File: src/dafeed_pkg.sv
// ---------------------------------------------------------------------------
// dafeed_pkg
// shared types and constants for the dac audio frame feeder
// ---------------------------------------------------------------------------
package dafeed_pkg;

  localparam int PCM_W       = 16;
  localparam int CODE_W      = 12;
  localparam int FL_W        = 8;
  localparam int CFG_IDX_W   = 2;
  localparam int CFG_DATA_W  = 8;
  localparam int QDEPTH      = 4;
  localparam int FIFO_FRAMES = 8;
  localparam int RESET_FRAME_LEN = 120;

  localparam int STORE_DEPTH_DEF = 1024;
  localparam int MAX_FRAME_DEF   = 128;

  localparam logic [CFG_IDX_W-1:0] REG_ENABLE    = CFG_IDX_W'(0);
  localparam logic [CFG_IDX_W-1:0] REG_FRAME_LEN = CFG_IDX_W'(1);

  localparam logic KIND_PUSH = 1'b0;
  localparam logic KIND_TICK = 1'b1;

  // one tick result travelling from the front to the back
  typedef struct packed {
    logic [CODE_W-1:0] code;
    logic              rd;
    logic              silence;
    logic              start;
  } res_t;

endpackage

File: src/dafeed_back.sv
// ---------------------------------------------------------------------------
// dafeed_back
// forms the dac word and holds it in the output register
// ---------------------------------------------------------------------------
module dafeed_back
  import dafeed_pkg::*;
(
  input  logic              clk,
  input  logic              rst_n,
  input  logic              q_valid,
  input  res_t              q_data,
  output logic              q_pop,
  output logic              out_valid,
  input  logic              out_ready,
  output logic [CODE_W-1:0] out_dac_word,
  output logic              out_is_silence,
  output logic              out_frame_start
);

  logic              valid_r;
  logic [CODE_W-1:0] word_r;
  logic              sil_r, start_r;

  assign q_pop = q_valid && (!valid_r || out_ready);

  always_ff @(posedge clk) begin
    if (!rst_n) begin
      valid_r <= 1'b0;
    end else if (!valid_r || out_ready) begin
      valid_r <= q_valid;
    end
  end

  // dry data frame or silence gives code zero
  always_ff @(posedge clk) begin
    if (q_pop) begin
      word_r  <= q_data.rd ? q_data.code : '0;
      sil_r   <= q_data.silence;
      start_r <= q_data.start;
    end
  end

  assign out_valid       = valid_r;
  assign out_dac_word    = word_r;
  assign out_is_silence  = sil_r;
  assign out_frame_start = start_r;

endmodule

File: config.mk
export PLATFORM = sky130hd
export DESIGN_NAME = dafeed_back
export DESIGN_NICKNAME = d
export VERILOG_FILES = /design/src/dafeed_pkg.sv /design/src/dafeed_back.sv
export SDC_FILE = /design/constraint.sdc
export NUM_CORES = 1
export LEC_CHECK = 0
export ABC_CLOCK_PERIOD_IN_PS = 2350
export BUFFER_PORTS_ARGS = -buffer_cell sky130_fd_sc_hd__buf_4
export CORE_MARGIN = 1.5
export CORE_UTILIZATION = 35
export DETAILED_ROUTE_END_ITERATION = 6
export PLACE_DENSITY_LB_ADDON = 0.08
export SLEW_MARGIN = 20
export SYNTH_ARGS = -nofsm -noshare
export SYNTH_HDL_FRONTEND = slang
export SYNTH_SLANG_ARGS = --single-unit
File: constraint.sdc
create_clock -name clk -period 2.35 [get_ports clk]
set_input_delay 0.3525 -clock clk [delete_from_list [all_inputs] [get_ports clk]]
set_output_delay 0.3525 -clock clk [all_outputs]
set_load 0.02 [all_outputs]
==> run_results.csv <==
group,metric,value,unit
synth,synth_top_family_by_area,"simple AND/OR/NAND/NOR gates",
route,ant_nets,0,
synth,synth_compound_area_share,1.32,%
critical_path,cpMostUsedCell,"buf_4",
sta,setup-tns-final,0,ns
final_layout,syn_to_final_growth,52.5,%
critical_path,cp.arrival,1.21,ns
power_and_ir_drop,p_total,0.000553,W
route,wl_per_cell,10.5,um
sta,skew,0.000422,ns
final_layout,mostFrequentLayoutCell,"buf_4",
critical_path,setup.worst_path.start_class,"flop",
grt,grt_use_total,10.8,%
clock_network,cts_hold_buf,0,
min_path,worstHoldPathType,"in -> reg",
critical_path,cp_slowest_stage_delay,0.32,ns
sta,relSlewSlack,87.7,%
sta,fin_ws,0.788,ns
synth,synth_nets,50,
route,vias,361,
sta,period_needed,1.56,ns
power_and_ir_drop,peakVddDrop,406,uV
clock_network,htree_levels,1,
synth,ys_ff_latch,15,
critical_path,crit_chain,"nor2b_4 -> nor2b_1 -> buf_4 -> buf_4",
power_and_ir_drop,power_density,640,mW/mm^2
place,pre_cts_ws,1.01,ns
route,drt_iter0_drc,0,
sta,hold_slack,0.247,ns
critical_path,worstSetupPathType,"reg -> out",
final_layout,fillers,132,
power_and_ir_drop,p_leak,0.381,nW
clock_network,clock_latency,0.27,ns
synth,yosysUniqueCellTypes,8,
final_layout,layout_common_cells,"buf_4, edfxtp_1, and2_2, clkbuf_4, and2_1",
grt,grt_pass1_vias,357,
floorplan,die_w,43.2,um
sta,setup_violations,0,
final_layout,nNetsFinal,89,
clock_network,cts_repair_resize_count,0,
sta,fmax,0.640,GHz
floorplan,core,0.00151,mm^2
final_layout,drive_gt1_share,71.0,%
critical_path,required,2.00,ns
sta,drv_slew,0,
synth,synthCells,31,
floorplan,ios,35,
sta,hold_viol,0,
grt,grt_pass1_wl,1420,um
final_layout,final_util,57.4,%
clock_network,clock-root-buffer,"clkbuf_4",
floorplan,dieArea,0.00187,mm^2
sta,grt_setup_unrepaired,"no",
final_layout,multiInputGateArea,115,um^2
critical_path,crit_fanout,15,
flow_run,maxCapViolations,0,
floorplan,row_count,14,
floorplan,initial_core_util,37.6,%
critical_path,end_kind,"output port",
route,remaining_drc_errors,0,
final_layout,regArea,440,um^2
synth,synth_mux_area_share,0,%
place,place_congestion,0.573,
route,drt-pass1-iter-count,1,
synth,synth_xor_area_share,0,%
critical_path,cp_slowest_cell,"dfxtp_1",
status,status,"finished clean",
grt,antenna_found_initial,0,
floorplan,die_h,43.2,um
place,portBuffers,34,
clock_network,numClockSinks,15,
grt,grt_max_degree,16,
clock_network,cts.reportedPaths.clkPinSlew,0.09,ns
clock_network,cts_buffers,3,
clock_network,cts_tree,"yes",
route,avgViaCountPerCell,4.25,
synth,synth_area,567,um^2
synth,synthSimpleGateAreaFrac,19.0,%
sta,fin_crit_sh,66.5,%
sta,tightestPinTransition,0.184,ns
synth,yosysWarnings,0,
synth,ys_seq_area_share,77.7,%
clock_network,clock_path_buffers,2,
synth,synth_area_per_cell,18.3,um^2
grt,overflow,0,
synth,synthAdderAreaFrac,0,%
clock_network,postCtsSetupBuffers,0,
route,totalWireLength,890,um
final_layout,diodes,0,
## power by group
group,internal (W),switching (W),total (W)
clock network,0.0000658,0.0000788,0.000145
registers,0.000311,0.00000454,0.000316
logic,0.0000503,0.0000422,0.0000924
total,0.000427,0.000126,0.000553
## metal layers
| layer | vias up | GRT usage, % | wire [um] |
|---|---|---|---|
| li1 | 182 | - | - |
| met1 | 160 | 11.7 | 356 |
| met2 | 19 | 17.9 | 455 |
| met3 | 0 | 4.26 | 77 |
| met4 | 0 | 5.45 | 0 |
| met5 | - | 0 | 0 |
## stage by stage
stage                     area [um^2]  cells
after floorplan                   567     31
after global placement            838     81
after detailed placement          838     81
after CTS                         865     85
after global routing              865     85
final                             865     85
## synthesized netlist by cell type
library cell  number  area [um^2]
nor2b_1            1         6.26
and2_2            10         75.1
edfxtp_1          14          420
o21a_1             1         7.51
dfxtp_1            1         20.0
nor2b_4            1         13.8
and2_1             2         12.5
buf_6              1         11.3
## registers in the layout, summed over array words and instances (netlist names)
name / cells
out_valid: 1
out_is_silence: 1
out_frame_start: 1
out_dac_word: 12
## layout make-up
cell class                      count  area share [%]
Clock buffer                        4            3.04
Multi-Input combinational cell     15            13.3
Sequential cell                    15            50.9
Tap cell                           16            2.32
Timing Repair Buffer               35            30.4
## path summary, 6_finish.rpt
kind	startpoint	slack, ns	depth (start not counted)	endpoint
setup / recovery	out_valid	0.79	4	q_pop
hold reg to reg	out_valid	0.60	2	out_valid
setup reg to reg	out_valid	1.30	3	out_frame_start
hold / removal	q_data[0]	0.25	1	out_frame_start
## logic make-up (layout without fill, tap and decap cells)
group / after synthesis / in the layout
AOI/OAI and AO/OA: 1 / 1
buffers and inverters: 1 / 39
DFF: 15 / 15
and+or+nand+nor: 14 / 14
## worst max-delay path: cells and delay by family, from the launching register on
family	cells	cell delay (ns)
buf+inv	2	0.41
flops	1	0.32
simple gates	2	0.21
No activity file was read; power rests on OpenSTA's default activity.
