<file path="src/dafeed_pkg.sv">
// ---------------------------------------------------------------------------
// dafeed_pkg
// shared types and constants for the dac audio frame feeder
// ---------------------------------------------------------------------------
package dafeed_pkg;

  localparam int PCM_W       = 16;
  localparam int CODE_W      = 12;
  localparam int FL_W        = 8;
  localparam int CFG_IDX_W   = 2;
  localparam int CFG_DATA_W  = 8;
  localparam int QDEPTH      = 4;
  localparam int FIFO_FRAMES = 8;
  localparam int RESET_FRAME_LEN = 120;

  localparam int STORE_DEPTH_DEF = 1024;
  localparam int MAX_FRAME_DEF   = 128;

  localparam logic [CFG_IDX_W-1:0] REG_ENABLE    = CFG_IDX_W'(0);
  localparam logic [CFG_IDX_W-1:0] REG_FRAME_LEN = CFG_IDX_W'(1);

  localparam logic KIND_PUSH = 1'b0;
  localparam logic KIND_TICK = 1'b1;

  // one tick result travelling from the front to the back
  typedef struct packed {
    logic [CODE_W-1:0] code;
    logic              rd;
    logic              silence;
    logic              start;
  } res_t;

endpackage

</file>
<file path="src/dafeed_queue.sv">
// ---------------------------------------------------------------------------
// dafeed_queue
// short word queue between the front and the back
// ---------------------------------------------------------------------------
module dafeed_queue
  import dafeed_pkg::*;
(
  input  logic                        clk,
  input  logic                        rst_n,
  input  logic                        push,
  input  res_t                        push_data,
  input  logic                        pop,
  output logic                        q_valid,
  output res_t                        q_data,
  output logic [$clog2(QDEPTH+1)-1:0] count
);

  localparam int QP_W = $clog2(QDEPTH);
  localparam int QC_W = $clog2(QDEPTH + 1);

  res_t             buf_r [QDEPTH];
  logic [QP_W-1:0]  wr_r, rd_r;
  logic [QC_W-1:0]  count_r;

  always_ff @(posedge clk) begin
    if (!rst_n) begin
      wr_r    <= '0;
      rd_r    <= '0;
      count_r <= '0;
    end else begin
      if (push) begin
        wr_r <= (32'(wr_r) == QDEPTH - 1) ? '0 : wr_r + QP_W'(1);
      end
      if (pop) begin
        rd_r <= (32'(rd_r) == QDEPTH - 1) ? '0 : rd_r + QP_W'(1);
      end
      if (push && !pop) begin
        count_r <= count_r + QC_W'(1);
      end else if (pop && !push) begin
        count_r <= count_r - QC_W'(1);
      end
    end
  end

  always_ff @(posedge clk) begin
    if (push) begin
      buf_r[wr_r] <= push_data;
    end
  end

  assign q_valid = (count_r != '0);
  assign q_data  = buf_r[rd_r];
  assign count   = count_r;

endmodule

</file>
<file path="config.mk">
export PLATFORM = sky130hd
export DESIGN_NAME = dafeed_queue
export DESIGN_NICKNAME = d
export VERILOG_FILES = /design/src/dafeed_pkg.sv /design/src/dafeed_queue.sv
export SDC_FILE = /design/constraint.sdc
export NUM_CORES = 1
export LEC_CHECK = 0
export BUFFER_PORTS_ARGS = -buffer_cell sky130_fd_sc_hd__buf_2
export CAP_MARGIN = 25
export CORE_UTILIZATION = 40
export CTS_CLUSTER_DIAMETER = 150
export DETAILED_ROUTE_END_ITERATION = 6
export SLEW_MARGIN = 20
export SYNTH_ARGS = -nofsm -noshare
export SYNTH_HDL_FRONTEND = slang
export SYNTH_SLANG_ARGS = --single-unit
</file>
<file path="constraint.sdc">
create_clock -name clk -period 1.5 [get_ports clk]
set_input_delay 0 -clock clk [delete_from_list [all_inputs] [get_ports clk]]
set_output_delay 0 -clock clk [all_outputs]
set_load 0.005 [all_outputs]
</file>
==> metrics.log <==
[metrics] result of the run: finished, violations left
[metrics] violated checks: negative setup slack
[metrics] highest achievable clock rate: 652 MHz
[metrics] commonest cells after routing, fill and taps aside: 60 x sky130_fd_sc_hd__edfxtp_1, 37 x sky130_fd_sc_hd__buf_2, 16 x sky130_fd_sc_hd__dlygate4sd3_1
[metrics] number of nets in the synthesized netlist: ~150
[metrics] Seq/Total Area, Yosys: around three quarters
[metrics] vertical die dimension: 83.3 µm
[metrics] global-route congestion overflow total: 0
[metrics] worst endpoint data arrival time: between 1.5 and 2 ns
[metrics] half-perimeter wire length after detailed placement: 2750 µm
[metrics] worst skew pair latency: 0.33 ns
[metrics] Crit path required time: ~1.5 ns
[metrics] critical path class: reg2out
[metrics] category of cells accounting for the largest share of critical-path delay: multiplexers
[metrics] IO Port Bufs: 37
[metrics] slowest stage delay, CP: ~0.51 ns
[metrics] count of unique library cells instantiated by Yosys: 21
[metrics] # placed instances: between 200 and 250
[metrics] Area contributors post-synth: sky130_fd_sc_hd__edfxtp_1 68%, sky130_fd_sc_hd__mux4_2 8.5%, sky130_fd_sc_hd__dfxtp_1 6.8%
[metrics] pin count of the biggest net entering global routing: 16
[metrics] die outline area: around 6900 µm²
[metrics] largest area contributor in the netlist: sky130_fd_sc_hd__edfxtp_1
[metrics] IO Count: 38
[metrics] via count of the first global-routing pass: about 1,400
[metrics] final count of pins violating max slew: 0
[metrics] critical path endpoint category: output port
[metrics] DRT antenna net count: 0
[metrics] Post-Synthesis Cell Area: roughly 2600 µm²
[metrics] clock transition time at the flip-flop clock pins of the worst setup and hold paths: 0.07 ns
[metrics] total iterations of the first detailed-routing run: 4
[metrics] total wirelength of the detailed-routed design: 4340 µm
[metrics] setup slack after layout: -0.0336 ns
[metrics] number of violations of the max-capacitance limit: 0
[metrics] Area growth, synth to finish: 27.6%
[metrics] number of instances in the synthesized netlist: 121
[metrics] mean cell area of the mapped netlist: 21.9 µm²
[metrics] Die Span X: 83.3 µm
[metrics] Synth top area share: approximately two thirds
[metrics] CP bufs+invs: 2
[metrics] Nets: 218
[metrics] worst-case reg-to-reg path depth: 4
[metrics] Syn. warnings: 0
[metrics] Hold Path Class: in2reg
[metrics] RR Endpoint: count[2]
[metrics] Cell Count, Final, Fillers Out: around 270
[metrics] worst relative slew slack: 73.6%
[metrics] DR vias: between 1,000 and 1,500
[metrics] FF+latch count, synth: 69
[metrics] H-tree levels: 3
[metrics] final hold violations: 0
[metrics] DRC violation count after routing: 0
[metrics] IR Drop Worst-Case VDD: 0.522 mV
[metrics] cell breakdown of the critical path: buf_12, mux4_2, buf_2
[metrics] leading cell type in the layout, fill and taps excluded: sky130_fd_sc_hd__edfxtp_1
[metrics] final worst path period need: around 1.5 ns
[metrics] crit share post-route: 102%
[metrics] average via count per standard cell: between 4 and 5
[metrics] core region area: approximately 6300 µm²
[metrics] proportion of layout cells with a drive suffix above 1: about two fifths
[metrics] CTS Buffer Depth: 2
[metrics] Std-Cell Rows: 29
[metrics] smallest hold slack: 0.0329 ns
[metrics] Worst path slowest cell: sky130_fd_sc_hd__mux4_2
[metrics] highest net fanout along the worst path: 8
[metrics] Post-CTS Repair Setup Buffers: 0
[metrics] antenna violations before repair: 0
[metrics] Starting Density: between 40% and 50%
[metrics] Final Setup Violations: 6
[metrics] reg2reg setup slack: ~0.090 ns
[metrics] Initial DRC Count: just under 60
[metrics] Fin Clk Skew: 0.00384 ns
[metrics] Static Leak: roughly 1.2 nW
[metrics] Total GRT Usage: between 10 and 15%
[metrics] Crit path depth: 3
[metrics] TritonCTS clock tree: built
[metrics] wire length of the first global-routing pass: roughly 6900 µm
[metrics] weighted congestion at the end of routability-driven global placement: between 0.6 and 0.7
[metrics] root buffer cell: sky130_fd_sc_hd__clkbuf_8
[metrics] critical path capture point: q_data[14]
[metrics] aggregate negative setup slack: -0.128 ns
[metrics] per-cell routed wire length: 15.8 µm
[metrics] P per Cell Area: 1270 nW/µm²
[metrics] total inserted antenna cells: 0
[metrics] launching element type of the critical path: register
[metrics] Num CTS Buffers: 9
[metrics] transition time at the pin with the least slew margin: a little under 0.4 ns
[metrics] clock net sink count: about 70
[metrics] startpoint of the most critical register-to-register path: count[0]
[metrics] setup repair after global routing missed its margin: yes
-- cells by family (layout without fill, tap and decap cells) --
logic type / count (synthesis) / in the layout / synth area share (%)
AND/OR/NAND/NOR: 14 / 14 / 3.17
multiplexers: 19 / 19 / 15.0
XOR/XNOR: 2 / 2 / 0.662
flip-flops: 69 / 69 / 74.9
adder cells (fa/ha/maj): 7 / 7 / 3.59
AO/OA/AOI/OAI: 3 / 3 / 0.757
buffers and inverters: 7 / 83 / 1.94
-- how the worst min path moves through the flow --
stage | start | endpoint | slack [ns] | cells past startpoint
after global placement | push_data[14] | buf_r[0][14] | 0.21 | 1
final | pop | rd_r[1] | 0.03 | 3
after CTS | pop | rd_r[1] | 0.02 | 3
after floorplan | push_data[0] | buf_r[0][0] | 0.1 | 0
after global routing | pop | rd_r[1] | 0.04 | 3
after detailed placement | push_data[11] | buf_r[0][11] | 0.22 | 1
-- report_power, final --
| part | internal [W] | switching (W) | total (W) |
|---|---|---|---|
| sequential | 0.00219 | 0.0000423 | 0.00223 |
| clock | 0.000926 | 0.000666 | 0.00159 |
| combinational | 0.000261 | 0.000198 | 0.000459 |
| total | 0.00338 | 0.000906 | 0.00428 |
-- timing repair --
action	CTS	global route
endpoints found under the setup margin	30	16
gates cloned	1	0
hold endpoints to repair	69	0
gates resized for setup	9	2
hold buffers	16	0
-- flip-flops by register name, indices dropped and copies added (netlist names), named ones only --
signal	flops
rd_r	2
wr_r	2
buf_r	60
count	3
-- worst min-delay path: cells and delay by family --
family / cells / cell delay, ns
mux: 1 / 0.07
simple gates: 1 / 0.14
buf+inv: 1 / 0.11
-- synth_stat cells --
master and count:
sky130_fd_sc_hd__xor2_1 1, sky130_fd_sc_hd__o21a_1 1, sky130_fd_sc_hd__or3_1 2, sky130_fd_sc_hd__a21boi_0 1, sky130_fd_sc_hd__nor3_1 1, sky130_fd_sc_hd__nor2_1 1
sky130_fd_sc_hd__ha_1 6, sky130_fd_sc_hd__nor2b_1 5, sky130_fd_sc_hd__buf_12 1, sky130_fd_sc_hd__buf_6 1, sky130_fd_sc_hd__mux4_1 5, sky130_fd_sc_hd__buf_2 1
sky130_fd_sc_hd__and2_1 5, sky130_fd_sc_hd__edfxtp_1 60, sky130_fd_sc_hd__dfxtp_1 9, sky130_fd_sc_hd__mux4_2 10, sky130_fd_sc_hd__xnor2_1 1, sky130_fd_sc_hd__mux2i_1 4
sky130_fd_sc_hd__o21ai_0 1, sky130_fd_sc_hd__inv_1 4, sky130_fd_sc_hd__fa_1 1
-- stage by stage --
stage | power, W | instance area [µm²] | utilization, % | setup slack (ns)
after floorplan | 0.00250 | 2650 | - | 0.0805
after global placement | 0.00266 | 2980 | 47.0 | 0.00832
after detailed placement | 0.00269 | 2980 | 47.0 | -0.00756
after CTS | 0.00433 | 3370 | 53.1 | -0.0656
after global routing | 0.00444 | 3380 | 53.2 | -0.0815
final | 0.00428 | 3380 | 53.2 | -0.0336
-- layer usage --
layer	GRT usage [%]	wire length [µm]
met4	8.93	124
met5	0	0
met3	3.28	233
met2	22.7	2290
met1	16.0	1690
-- area by class of cell --
class | instances | area [µm²]
clock buffers | 9 | 124
repair buffers | 63 | 465
flip-flops and latches | 69 | 1990
well taps | 77 | 96.3
fillers | 515 | 2970
multi-input cells | 45 | 598
clock inverters | 7 | 90.1
inverters | 4 | 15.0
Power figures use the tool's default switching activity.
